**src/sv/idct_8x8_level_shift_assert.svh**
```systemverilog
// Assertion macros shared by the inverse DCT block.
`ifndef IDCT_8X8_LEVEL_SHIFT_ASSERT_SVH
`define IDCT_8X8_LEVEL_SHIFT_ASSERT_SVH

`ifndef NO_ASSERTIONS

// Same-cycle implication, checked on every rising clock edge outside reset.
`define IDCT_ASSERT_IMP(name, ante, cons, msg) \
    name: assert property (@(posedge clk) disable iff (!rst_n) (ante) |-> (cons)) \
        else $error(msg);

// Next-cycle implication, checked on every rising clock edge outside reset.
`define IDCT_ASSERT_NXT(name, ante, cons, msg) \
    name: assert property (@(posedge clk) disable iff (!rst_n) (ante) |=> (cons)) \
        else $error(msg);

`else

`define IDCT_ASSERT_IMP(name, ante, cons, msg)
`define IDCT_ASSERT_NXT(name, ante, cons, msg)

`endif

`endif

```
**src/sv/idct_pkg.sv**
```systemverilog
// Types, constants and the cosine basis table for the 8x8 inverse DCT.
package idct_pkg;

    localparam int BLOCK_DIM  = 8;
    localparam int COEFF_BITS = 12;
    localparam int IDX_W      = $clog2(BLOCK_DIM);
    localparam int ADDR_W     = 2 * IDX_W;
    localparam int DEPTH      = BLOCK_DIM * BLOCK_DIM;
    localparam int BASIS_W    = 16;
    localparam int SAMPLE_W   = 16;
    // Each term fits in COEFF_BITS + 28 bits, 64 terms add six more, plus sign.
    localparam int ACC_W      = COEFF_BITS + 34;
    localparam int RND_SHIFT  = 30;
    localparam int QW         = ACC_W + 1 - RND_SHIFT;
    localparam int LEVEL      = 128;

    typedef struct packed {
        logic [IDX_W-1:0]             coeff_row;
        logic [IDX_W-1:0]             coeff_col;
        logic signed [COEFF_BITS-1:0] coeff_value;
        logic                         last_coeff;
    } coeff_item_t;

    typedef struct packed {
        logic [IDX_W-1:0]           sample_row;
        logic [IDX_W-1:0]           sample_col;
        logic signed [SAMPLE_W-1:0] sample_value;
        logic                       last_sample;
    } sample_item_t;

    typedef struct packed {
        logic              wr_en;
        logic              rd_en;
        logic [ADDR_W-1:0] rd_addr;
        logic              acc_clr;
        logic              round_en;
        logic              out_load;
        logic [IDX_W-1:0]  row;
        logic [IDX_W-1:0]  col;
        logic              last;
    } idct_cmd_t;

    typedef struct packed {
        logic mac_busy;
        logic out_full;
    } idct_sts_t;

    // cos(m pi / 16) in Q1.14 for m in 0..8.
    function automatic logic signed [BASIS_W-1:0] cos_q14(input logic [3:0] m);
        logic signed [BASIS_W-1:0] val;
        case (m)
            4'd0:    val = 16'sd16384;
            4'd1:    val = 16'sd16069;
            4'd2:    val = 16'sd15137;
            4'd3:    val = 16'sd13623;
            4'd4:    val = 16'sd11585;
            4'd5:    val = 16'sd9102;
            4'd6:    val = 16'sd6270;
            4'd7:    val = 16'sd3196;
            default: val = 16'sd0;
        endcase
        return val;
    endfunction

    // C(u) cos((2p+1) u pi / 16) in Q1.14.
    function automatic logic signed [BASIS_W-1:0] basis(input logic [IDX_W-1:0] p,
                                                        input logic [IDX_W-1:0] u);
        logic [6:0] prod;
        logic [4:0] m;
        logic signed [BASIS_W-1:0] val;
        prod = {3'b000, p, 1'b1} * {4'b0000, u};
        m    = prod[4:0];
        if (m > 5'd16)
        begin
            m = 5'(6'd32 - {1'b0, m});
        end
        if (u == '0)
        begin
            val = 16'sd11585;
        end
        else if (m > 5'd8)
        begin
            val = -cos_q14(4'(5'd16 - m));
        end
        else
        begin
            val = cos_q14(m[3:0]);
        end
        return val;
    endfunction

endpackage

```
**src/sv/idct_ram.sv**
```systemverilog
// Generic single-write, single-read RAM with registered read data.
module idct_ram #(
    parameter int WIDTH = 12,
    parameter int DEPTH = 64
) (
    input  logic                     clk,
    input  logic                     wr_en,
    input  logic [$clog2(DEPTH)-1:0] wr_addr,
    input  logic [WIDTH-1:0]         wr_data,
    input  logic                     rd_en,
    input  logic [$clog2(DEPTH)-1:0] rd_addr,
    output logic [WIDTH-1:0]         rd_data
);

    logic [WIDTH-1:0] mem [DEPTH];
    logic [WIDTH-1:0] rd_data_reg;

    always_ff @(posedge clk)
    begin
        if (wr_en)
        begin
            mem[wr_addr] <= wr_data;
        end
        if (rd_en)
        begin
            rd_data_reg <= mem[rd_addr];
        end
    end

    assign rd_data = rd_data_reg;

endmodule

```
**src/sv/idct_dp.sv**
```systemverilog
// Datapath: coefficient store, two-stage multiplier, accumulator, rounding and result register.
module idct_dp import idct_pkg::*; (
    input  logic         clk,
    input  logic         rst_n,
    input  idct_cmd_t    cmd,
    input  coeff_item_t  in_item,
    input  logic         out_ready,
    output logic         out_valid,
    output sample_item_t out_item,
    output idct_sts_t    sts
);

    logic [COEFF_BITS-1:0] rd_data;

    logic                  v0_reg, v1_reg, v2_reg;
    logic [ADDR_W-1:0]     a0_reg;
    logic [IDX_W-1:0]      vidx_reg;

    logic signed [COEFF_BITS+BASIS_W-1:0]   p1_reg, p1_next;
    logic signed [COEFF_BITS+2*BASIS_W-1:0] p2_reg, p2_next;
    logic signed [ACC_W-1:0]                acc_reg, acc_next;
    logic [ACC_W-1:0]                       mag_reg;
    logic                                   neg_reg;

    logic                   out_valid_reg, out_valid_next;
    sample_item_t           out_reg, out_next;

    logic [ACC_W:0]          rsum;
    logic [QW-1:0]           qmag;
    logic signed [QW+1:0]    qsig;
    logic signed [QW+1:0]    qlev;
    logic signed [SAMPLE_W-1:0] sat;

    idct_ram #(
        .WIDTH (COEFF_BITS),
        .DEPTH (DEPTH)
    ) u_store (
        .clk     (clk),
        .wr_en   (cmd.wr_en),
        .wr_addr ({in_item.coeff_row, in_item.coeff_col}),
        .wr_data (in_item.coeff_value),
        .rd_en   (cmd.rd_en),
        .rd_addr (cmd.rd_addr),
        .rd_data (rd_data)
    );

    // First product uses the row frequency u, second the column frequency v.
    assign p1_next = $signed(rd_data) * basis(cmd.row, a0_reg[ADDR_W-1:IDX_W]);
    assign p2_next = p1_reg * basis(cmd.col, vidx_reg);

    always_comb
    begin
        acc_next = acc_reg;
        if (cmd.acc_clr)
        begin
            acc_next = '0;
        end
        else if (v2_reg)
        begin
            acc_next = acc_reg + ACC_W'(p2_reg);
        end
    end

    // Round the magnitude half away from zero, restore the sign, shift level, saturate.
    always_comb
    begin
        rsum = {1'b0, mag_reg} + (ACC_W+1)'(64'd1 << (RND_SHIFT - 1));
        qmag = rsum[ACC_W:RND_SHIFT];
        qsig = neg_reg ? -$signed({2'b00, qmag}) : $signed({2'b00, qmag});
        qlev = qsig + (QW+2)'(LEVEL);
        if (qlev > (QW+2)'(32767))
        begin
            sat = 16'sh7FFF;
        end
        else if (qlev < -(QW+2)'(32768))
        begin
            sat = -16'sh8000;
        end
        else
        begin
            sat = qlev[SAMPLE_W-1:0];
        end
    end

    always_comb
    begin
        out_next = out_reg;
        out_valid_next = out_valid_reg;
        if (cmd.out_load)
        begin
            out_next.sample_row   = cmd.row;
            out_next.sample_col   = cmd.col;
            out_next.sample_value = sat;
            out_next.last_sample  = cmd.last;
            out_valid_next        = 1'b1;
        end
        else if (out_ready)
        begin
            out_valid_next = 1'b0;
        end
    end

    always_ff @(posedge clk or negedge rst_n)
    begin
        if (!rst_n)
        begin
            v0_reg        <= 1'b0;
            v1_reg        <= 1'b0;
            v2_reg        <= 1'b0;
            out_valid_reg <= 1'b0;
        end
        else
        begin
            v0_reg        <= cmd.rd_en;
            v1_reg        <= v0_reg;
            v2_reg        <= v1_reg;
            out_valid_reg <= out_valid_next;
        end
    end

    always_ff @(posedge clk)
    begin
        a0_reg   <= cmd.rd_addr;
        vidx_reg <= a0_reg[IDX_W-1:0];
        if (v0_reg)
        begin
            p1_reg <= p1_next;
        end
        if (v1_reg)
        begin
            p2_reg <= p2_next;
        end
        acc_reg <= acc_next;
        if (cmd.round_en)
        begin
            neg_reg <= acc_reg[ACC_W-1];
            mag_reg <= acc_reg[ACC_W-1] ? ACC_W'(-acc_reg) : ACC_W'(acc_reg);
        end
        out_reg <= out_next;
    end

    assign out_valid    = out_valid_reg;
    assign out_item     = out_reg;
    assign sts.mac_busy = v0_reg | v1_reg | v2_reg;
    assign sts.out_full = out_valid_reg;

endmodule

```
**src/sv/idct_ctrl.sv**
```systemverilog
// Controller: takes coefficient items, then sequences 64 sums of 64 products each.
module idct_ctrl import idct_pkg::*; (
    input  logic      clk,
    input  logic      rst_n,
    input  logic      in_valid,
    input  logic      in_last,
    input  logic      out_ready,
    input  idct_sts_t sts,
    output logic      in_ready,
    output idct_cmd_t cmd
);

    typedef enum logic [2:0] {
        S_IDLE,
        S_MAC,
        S_DRAIN,
        S_ROUND,
        S_EMIT
    } state_t;

    state_t            state_reg, state_next;
    logic [ADDR_W-1:0] k_reg, k_next;
    logic [IDX_W-1:0]  row_reg, row_next;
    logic [IDX_W-1:0]  col_reg, col_next;
    logic              last_pos;

    assign last_pos = (row_reg == IDX_W'(BLOCK_DIM - 1)) && (col_reg == IDX_W'(BLOCK_DIM - 1));

    always_comb
    begin
        state_next   = state_reg;
        k_next       = k_reg;
        row_next     = row_reg;
        col_next     = col_reg;
        in_ready     = 1'b0;
        cmd          = '0;
        cmd.rd_addr  = k_reg;
        cmd.row      = row_reg;
        cmd.col      = col_reg;
        cmd.last     = last_pos;
        case (state_reg)
            S_IDLE:
            begin
                in_ready = 1'b1;
                if (in_valid)
                begin
                    cmd.wr_en = 1'b1;
                    if (in_last)
                    begin
                        cmd.acc_clr = 1'b1;
                        k_next      = '0;
                        row_next    = '0;
                        col_next    = '0;
                        state_next  = S_MAC;
                    end
                end
            end
            S_MAC:
            begin
                cmd.rd_en = 1'b1;
                k_next    = k_reg + 1'b1;
                if (k_reg == ADDR_W'(DEPTH - 1))
                begin
                    state_next = S_DRAIN;
                end
            end
            S_DRAIN:
            begin
                if (!sts.mac_busy)
                begin
                    state_next = S_ROUND;
                end
            end
            S_ROUND:
            begin
                cmd.round_en = 1'b1;
                state_next   = S_EMIT;
            end
            S_EMIT:
            begin
                // The result register may still hold the previous sample.
                if (!sts.out_full || out_ready)
                begin
                    cmd.out_load = 1'b1;
                    if (last_pos)
                    begin
                        state_next = S_IDLE;
                    end
                    else
                    begin
                        cmd.acc_clr = 1'b1;
                        k_next      = '0;
                        col_next    = col_reg + 1'b1;
                        if (col_reg == IDX_W'(BLOCK_DIM - 1))
                        begin
                            row_next = row_reg + 1'b1;
                        end
                        state_next = S_MAC;
                    end
                end
            end
            default:
            begin
                state_next = S_IDLE;
            end
        endcase
    end

    always_ff @(posedge clk or negedge rst_n)
    begin
        if (!rst_n)
        begin
            state_reg <= S_IDLE;
            k_reg     <= '0;
            row_reg   <= '0;
            col_reg   <= '0;
        end
        else
        begin
            state_reg <= state_next;
            k_reg     <= k_next;
            row_reg   <= row_next;
            col_reg   <= col_next;
        end
    end

endmodule

```
**src/sv/idct_8x8_level_shift.sv**
```systemverilog
// Top level of the 8x8 inverse DCT with level shift.
//
//   channel | handshake          | item
//   --------+--------------------+------------------------------------------
//   in      | in_valid/in_ready  | coeff_item_t: one coefficient and its u,v
//   out     | out_valid/out_ready| sample_item_t: one sample and its row,col
//
// A coefficient item is taken whenever one is offered while the block waits for input.
// After the item marked last, each of the 64 samples is built in order: all 64
// coefficients are read from the store through the one shared multiply-accumulate
// unit, its pipeline drains, the magnitude is taken, and it is rounded into the result
// register. A stalled output holds the next sample back. Reset clears control only;
// the coefficient store keeps no valid bits.
`include "idct_8x8_level_shift_assert.svh"

module idct_8x8_level_shift import idct_pkg::*; (
    input  logic         clk,
    input  logic         rst_n,
    input  logic         in_valid,
    output logic         in_ready,
    input  coeff_item_t  in_item,
    output logic         out_valid,
    input  logic         out_ready,
    output sample_item_t out_item
);

    idct_cmd_t cmd;
    idct_sts_t sts;

    idct_ctrl u_ctrl (
        .clk       (clk),
        .rst_n     (rst_n),
        .in_valid  (in_valid),
        .in_last   (in_item.last_coeff),
        .out_ready (out_ready),
        .sts       (sts),
        .in_ready  (in_ready),
        .cmd       (cmd)
    );

    idct_dp u_dp (
        .clk       (clk),
        .rst_n     (rst_n),
        .cmd       (cmd),
        .in_item   (in_item),
        .out_ready (out_ready),
        .out_valid (out_valid),
        .out_item  (out_item),
        .sts       (sts)
    );

    `IDCT_ASSERT_IMP(a_idle_pipe_empty, in_ready, !sts.mac_busy, "item taken while MAC busy")
    `IDCT_ASSERT_IMP(a_no_overwrite, cmd.out_load, !sts.out_full || out_ready, "result overwritten")
    `IDCT_ASSERT_IMP(a_no_rd_wr, cmd.rd_en, !cmd.wr_en, "store read and written together")
    `IDCT_ASSERT_NXT(a_last_to_idle, cmd.out_load && cmd.last, in_ready, "no return to idle")

endmodule
```
**config.mk**
```make
export PLATFORM = sky130hd
export DESIGN_NAME = idct_8x8_level_shift
export DESIGN_NICKNAME = d
export VERILOG_FILES = /design/src/sv/idct_pkg.sv /design/src/sv/idct_ram.sv /design/src/sv/idct_dp.sv /design/src/sv/idct_ctrl.sv /design/src/sv/idct_8x8_level_shift.sv
export VERILOG_INCLUDE_DIRS = /design/src /design/src/sv
export SDC_FILE = /design/constraint.sdc
export NUM_CORES = 2
export LEC_CHECK = 0
export BUFFER_PORTS_ARGS = -buffer_cell sky130_fd_sc_hd__buf_2
export CORE_MARGIN = 2
export CORE_UTILIZATION = 59
export DETAILED_ROUTE_END_ITERATION = 6
export GPL_ROUTABILITY_DRIVEN = 0
export GPL_TIMING_DRIVEN = 0
export HOLD_SLACK_MARGIN = 0.05
export PLACE_DENSITY = 0.8
export SYNTH_ARGS = -nofsm -noshare
export SYNTH_HDL_FRONTEND = slang
export SYNTH_HIERARCHICAL = 1
export SYNTH_SLANG_ARGS = --single-unit
```
**constraint.sdc**
```tcl
create_clock -name clk -period 11.9 [get_ports clk]
set_input_delay 0 -clock clk [delete_from_list [all_inputs] [get_ports clk]]
set_output_delay 0 -clock clk [all_outputs]
set_load 0.02 [all_outputs]
```
### Word-level counts from Yosys, hierarchy flattened

Memory sizes are Yosys's and may differ from the RTL's. A register that Yosys moved wholly into a read port is not among the register bits.
Cells that the tools add are included.

| operators by class | value |
|---|---|
| $add $sub $neg | 14 |
| magnitude comparators | 6 |
| bitwise operators | 2 |
| reductions and logical operators | 13 |
| equality and inequality tests | 14 |
| multipliers | 4 |
| muxes and demuxes | 54 |

Operators by type and width:

| operator | count |
|---|---|
| $mux 16 | 13 |
| $add 46x30->47 const B | 1 |
| $add 46x44->46 | 1 |
| $neg 46->46 | 1 |
| $mux 45 | 1 |
| $mul 28x16->44 | 1 |
| $mux 3 | 12 |
| $neg 16->16 | 2 |
| $mul 12x16->28 | 1 |
| $mux 6 | 4 |
| $add 19x9->19 const B | 1 |
| $gt 19x16->1 const B | 1 |
| $lt 19x16->1 const B | 1 |
| $mux 19 | 1 |
| $neg 17->19 | 1 |
| $pmux 6 s3 | 1 |
| $mux 1 | 16 |
| $pmux 3 s5 | 1 |
| $reduce_and 5->1 | 3 |
| $pmux 3 s2 | 2 |
| $gt 5x4->1 const B | 2 |
| $gt 5x5->1 const B | 2 |
| $mul 4x3->5 | 2 |
| $mux 5 | 2 |
| other kinds (19) | 34 |

| word-level totals | value |
|---|---|
| memories kept | 5 |
| RAM bits | 768 |
| output and inout bits | 25 |
| flip-flop bits (word level) | 216 |
| bits in read-only memories | 480 |
| input port bits | 23 |

Memories:

| name | depth | width | read ports | clocked after Yosys merged registers in | write ports | line | RTL |
|---|---|---|---|---|---|---|---|
| u_dp.u_store.mem | 64 | 12 | 1 | 1 | 1 | idct_ram.sv:15 | `logic [WIDTH-1:0] mem [DEPTH];` |
| (no name shown) | 8 | 15 | 1 | 0 | 0 | idct_pkg.sv:51 | `case (m)` |
| (no name shown) | 8 | 15 | 1 | 0 | 0 | idct_pkg.sv:51 |  |
| (no name shown) | 8 | 15 | 1 | 0 | 0 | idct_pkg.sv:51 |  |
| (no name shown) | 8 | 15 | 1 | 0 | 0 | idct_pkg.sv:51 |  |

### Depth between registers and ports, before layout

An unclocked memory read counts as a cell.

| depth | value |
|---|---|
| depth in word-level cells | 12 |
| depth in mapped cells | 51 |

### Modules after synthesis

The synthesis kept the hierarchy.

By module, submodules not included:

| module | instances | area each (µm²) | cells an instance |
|---|---|---|---|
| idct_dp | 1 | 35,062.4 | 4,014 |
| idct_ram | 1 | 29,971.2 | 1,339 |
| idct_ctrl | 1 | 912.1 | 90 |

### Worst setup path before layout

No wires, ideal clock.

| path | value |
|---|---|
| path kind | register to register |
| start point | reg u_dp.vidx_reg[0] |
| end point | reg u_dp.p2_reg[43], data pin |
| stages on the path, launching flop included | 48 |
| path buffers | 6 |
| arrival | 12.323 ns |
| slack | -0.683 ns |
| period minus slack after synthesis | 12.583 ns |
| cells stage by stage | dfxtp_1 clkbuf_1 clkbuf_1 buf_1 nand2_1 fa_1 inv_1 ha_1 fa_1 xnor2_1 xor3_1 clkbuf_1 nand2_1 xnor2_1 ha_1 clkbuf_1 a211oi_1 a311o_1 [12 not listed] fa_1 fa_1 inv_1 fa_1 inv_1 ha_1 a21o_1 a21o_1 a2111oi_0 o21ai_0 a31oi_1 a21oi_1 a21oi_1 o31ai_1 a311oi_1 o2111ai_1 a21oi_1 xnor2_1 |

| on the way | value |
|---|---|
| longest elaborated chain between the ends | 12 |

Ends and longest elaborated chain:

| element | line | RTL |
|---|---|---|
| start: declaration | idct_dp.sv:17 | `logic [IDX_W-1:0] vidx_reg;` |
| start signal: assignment | idct_dp.sv:124 | `vidx_reg <= a0_reg[IDX_W-1:0];` |
| $mul 4x3->5 | idct_pkg.sv:71 | `prod = {3'b000, p, 1'b1} * {4'b0000, u};` |
| $sub 1x5->5 or $gt 5x5->1 (tied branches) | idct_pkg.sv:75, idct_pkg.sv:73 |  |
| $mux 5 | idct_pkg.sv:73 | `if (m > 5'd16)` |
| $sub 1x4->4 | idct_pkg.sv:83 | `val = -cos_q14(4'(5'd16 - m));` |
| $mem_v2 8x15 | n/a |  |
| $mux 16 | idct_pkg.sv:51 |  |
| $mux 16 | idct_pkg.sv:81 | `else if (m > 5'd8)` |
| $mux 16 | idct_pkg.sv:77 | `if (u == '0)` |
| $neg 16->16 | idct_pkg.sv:83 |  |
| $mux 16 | idct_pkg.sv:81 |  |
| $mux 16 (*) | idct_pkg.sv:77 |  |
| $mul 28x16->44 (*) | idct_dp.sv:49 | `assign p2_next = p1_reg * basis(cmd.col, vidx_reg);` |
| named net u_dp.p2_next[43] | idct_dp.sv:20 | `logic signed [COEFF_BITS+2*BASIS_W-1:0] p2_reg, p2_next;` |
| end signal: assignment | idct_dp.sv:131 | `p2_reg <= p2_next;` |
| end: declaration | idct_dp.sv:20 |  |

Mark *: on every way through the listed nets, which the timed path passes. The rest lies on a longest branch. The select of a mux whose other input is x is not followed.
A chain may end at the register's enable or synchronous reset.

### Worst setup path in the final report

| path | value |
|---|---|
| start point | reg u_dp.vidx_reg[1] |
| end point | reg u_dp.p2_reg[41], data pin |

The elaborated chain is that of the path after synthesis.

==> run metrics <==
status=finished, violations left; violated checks=DRC; DIE AREA=114000 um2; post-route ant nets=0; largest net degree at the start of global routing=65; fillcell total=7780; CP Capture Type=flop; final setup fails=0; Synth Cell Area=65900 um2; Slew Limit Fails=0; worst-skew pair later-pin latency=0.71 ns; Seq/Total Area, Yosys=43.1%; crit start category=flop; die span in x=338 um; met1 Track Usage GR=38.9%; number of flops mapped to enable cells by yosys=893; Critical Path RT=12.29 ns; Clock Skew=0.0857 ns; Hold/Removal Path Class=input port to flop; WL final=179 mm; Max-Cap Viols=0; GR met3 Demand/Resource=8.54%; ys async rst share=1.96%; layout cells sized above 1=11.5%; CTS tree=yes; number of flip-flops in the largest register=768; DP Worst Slack=-2.51 ns; Site Rows=122; Post-Synth Simple-Gate Area=10.3%; Main synth FF type=edfxtp_1; DR WL/cell=24.8 um; footprint of the multi-input gates=33800 um2; Max Root-Sink Buffers=3; non-filler cells, final=7207; commonest cells after routing, fill and taps aside=edfxtp_1 (893), inv_1 (782), fa_1 (612), nand2_1 (518), nor2_1 (275); CP max FO=10; Avg Vias per Cell=6.31; Die H=338 um; mux cell area share after synthesis=7.64%; I/O Pins=48; Reg clk slew, reported paths=0.06 ns; Post-Synth Adder-Cell Area=23.2%; synthesized flop and latch total=967; cells after synthesis=5443; Setup Crit Path Kind=flop to flop; crit path time final=11.58 ns; Syn. warnings=6; cell with the most instances on the worst path=fa_1; initial antenna violation count=6; GRT overflow=0; Clock Sinks=967; Vias=45504; register area=28400 um2; GR peak layer=met2; CP arrival=11.97 ns; slowest stage cell on the critical path=fa_1; max frequency=86.4 MHz; DRC violations left=12; slew margin rel.=1.67%; most common cell after layout, fill and taps aside=edfxtp_1; post-synthesis compound-gate area fraction=6.88%; first-pass GRT wire length=270 mm; Unique masters post-synth=99; XOR/XNOR Fraction of Synth Area=2.55%; Final Hold Fails=0; fin worst setup slack=0.320 ns; CTS root buf=clkbuf_16; vias in the first global route=45919; Starting Density=59.5%; 1st-pass router iterations=7; Synth-to-Final Area Change=9.67%; largest family of logic cells by synthesized area=adder cells; Tcrit/Tclk final=97.3%; total CTS buffers=94; core area=111000 um2; grt met2 use=49.5%; Net Count, Synth=6320; CTS H-tree lvls=3; GRT Overall Usage=30.7%; initial DRC count=5799; Nets=6514; DP HPWL=123 mm; Port-buffer cells=43; syn_area_per_cell=12.1 um2; CP max stage delay=0.62 ns; Placed Cells=6979; Least-Margin Pin Slew=1.47 ns
==> metal layers <==
metal,wire length (um),part of all wire [%]
met5,70,0.039
met4,10800,6.0
met3,22000,12
met2,83600,47
met1,62500,35
==> what timing repair did <==
action / CTS / global route
hold buffers: 11 / 1
pin swaps: 19 / 28
resized for setup: 93 / 56
endpoints found under the hold margin: 42 / 27
setup buffers: 27 / 19
endpoints found under the setup margin: 40 / 26
==> metrics by stage <==
stage	TNS [ns]	util, %	hold WS [ns]	area [um2]
after global routing	-0.235	65.3	0.127	72300
after floorplan	0	-	-0.296	66000
final	0	65.3	0.110	72300
after global placement	-40.56	61.4	0.0426	68000
after detailed placement	-48.87	61.5	0.0424	68100
after CTS	0	65.0	0.0676	72000
==> worst max-delay path: cells and delay by family, from the launching register on <==
family / cells / cell delay (ns)
AO/OA/AOI/OAI: 16 / 3.09
adder cells (fa/ha/maj): 10 / 4.68
flip-flops: 1 / 0.33
buffers and inverters: 13 / 2.48
XOR/XNOR: 1 / 0.09
AND/OR/NAND/NOR: 4 / 0.59
==> layout make-up <==
cell class | count | share of cell area, %
Clock buffer | 119 | 3.47
Timing Repair Buffer | 107 | 1.11
Clock inverter | 56 | 0.884
Sequential cell | 967 | 39.3
Tap cell | 1488 | 2.57
Buffer | 265 | 1.84
Multi-Input combinational cell | 3417 | 46.8
Inverter | 785 | 4.07
Antenna cell | 3 | 0.0104
==> cell families (layout without fill, tap and decap cells) <==
| group | after synthesis | in the layout |
|---|---|---|
| simple gates | 1432 | 1432 |
| buf+inv | 1059 | 1332 |
| flops | 967 | 967 |
| fa+ha+maj | 854 | 854 |
| compound gates | 680 | 680 |
| mux | 262 | 262 |
| xor+xnor | 189 | 189 |
| other cells | 0 | 3 |
==> cells in the mapped netlist (all sizes together) (56+ instances only) <==
cell    number  share of area, %
clkbuf     192               1.1
o21ai      156               1.2
nand2b      59              0.56
a21oi      160               1.2
mux2i       61              0.93
nor2       288               1.6
xnor2      142               1.9
edfxtp     893                41
nand3      163               1.3
fa         615                19
nand2      522               3.0
mux4       192               6.6
and2       138               1.3
buf         82              0.80
a21o        56              0.64
inv        782               4.5
ha         239               4.5
==> final timing paths <==
kind | start | slack [ns] | cells after the start | endpoint
min in group asynchronous | rst_n | 0.40 | 4 | u_ctrl/k_reg[2]
min reg2reg | u_dp/a0_reg[2] | 0.33 | 0 | u_dp/vidx_reg[2]
max | u_dp/vidx_reg[1] | 0.32 | 44 | u_dp/p2_reg[41]
min | in_item[11] | 0.11 | 1 | u_dp/u_store/mem[15][10]
max in group asynchronous | rst_n | 11.25 | 4 | u_dp/v1_reg
max reg2reg | u_dp/vidx_reg[1] | 0.32 | 44 | u_dp/p2_reg[41]
Power is not shown: default switching activity piles up to over one toggle a cycle in this logic, so the estimate is an artifact.
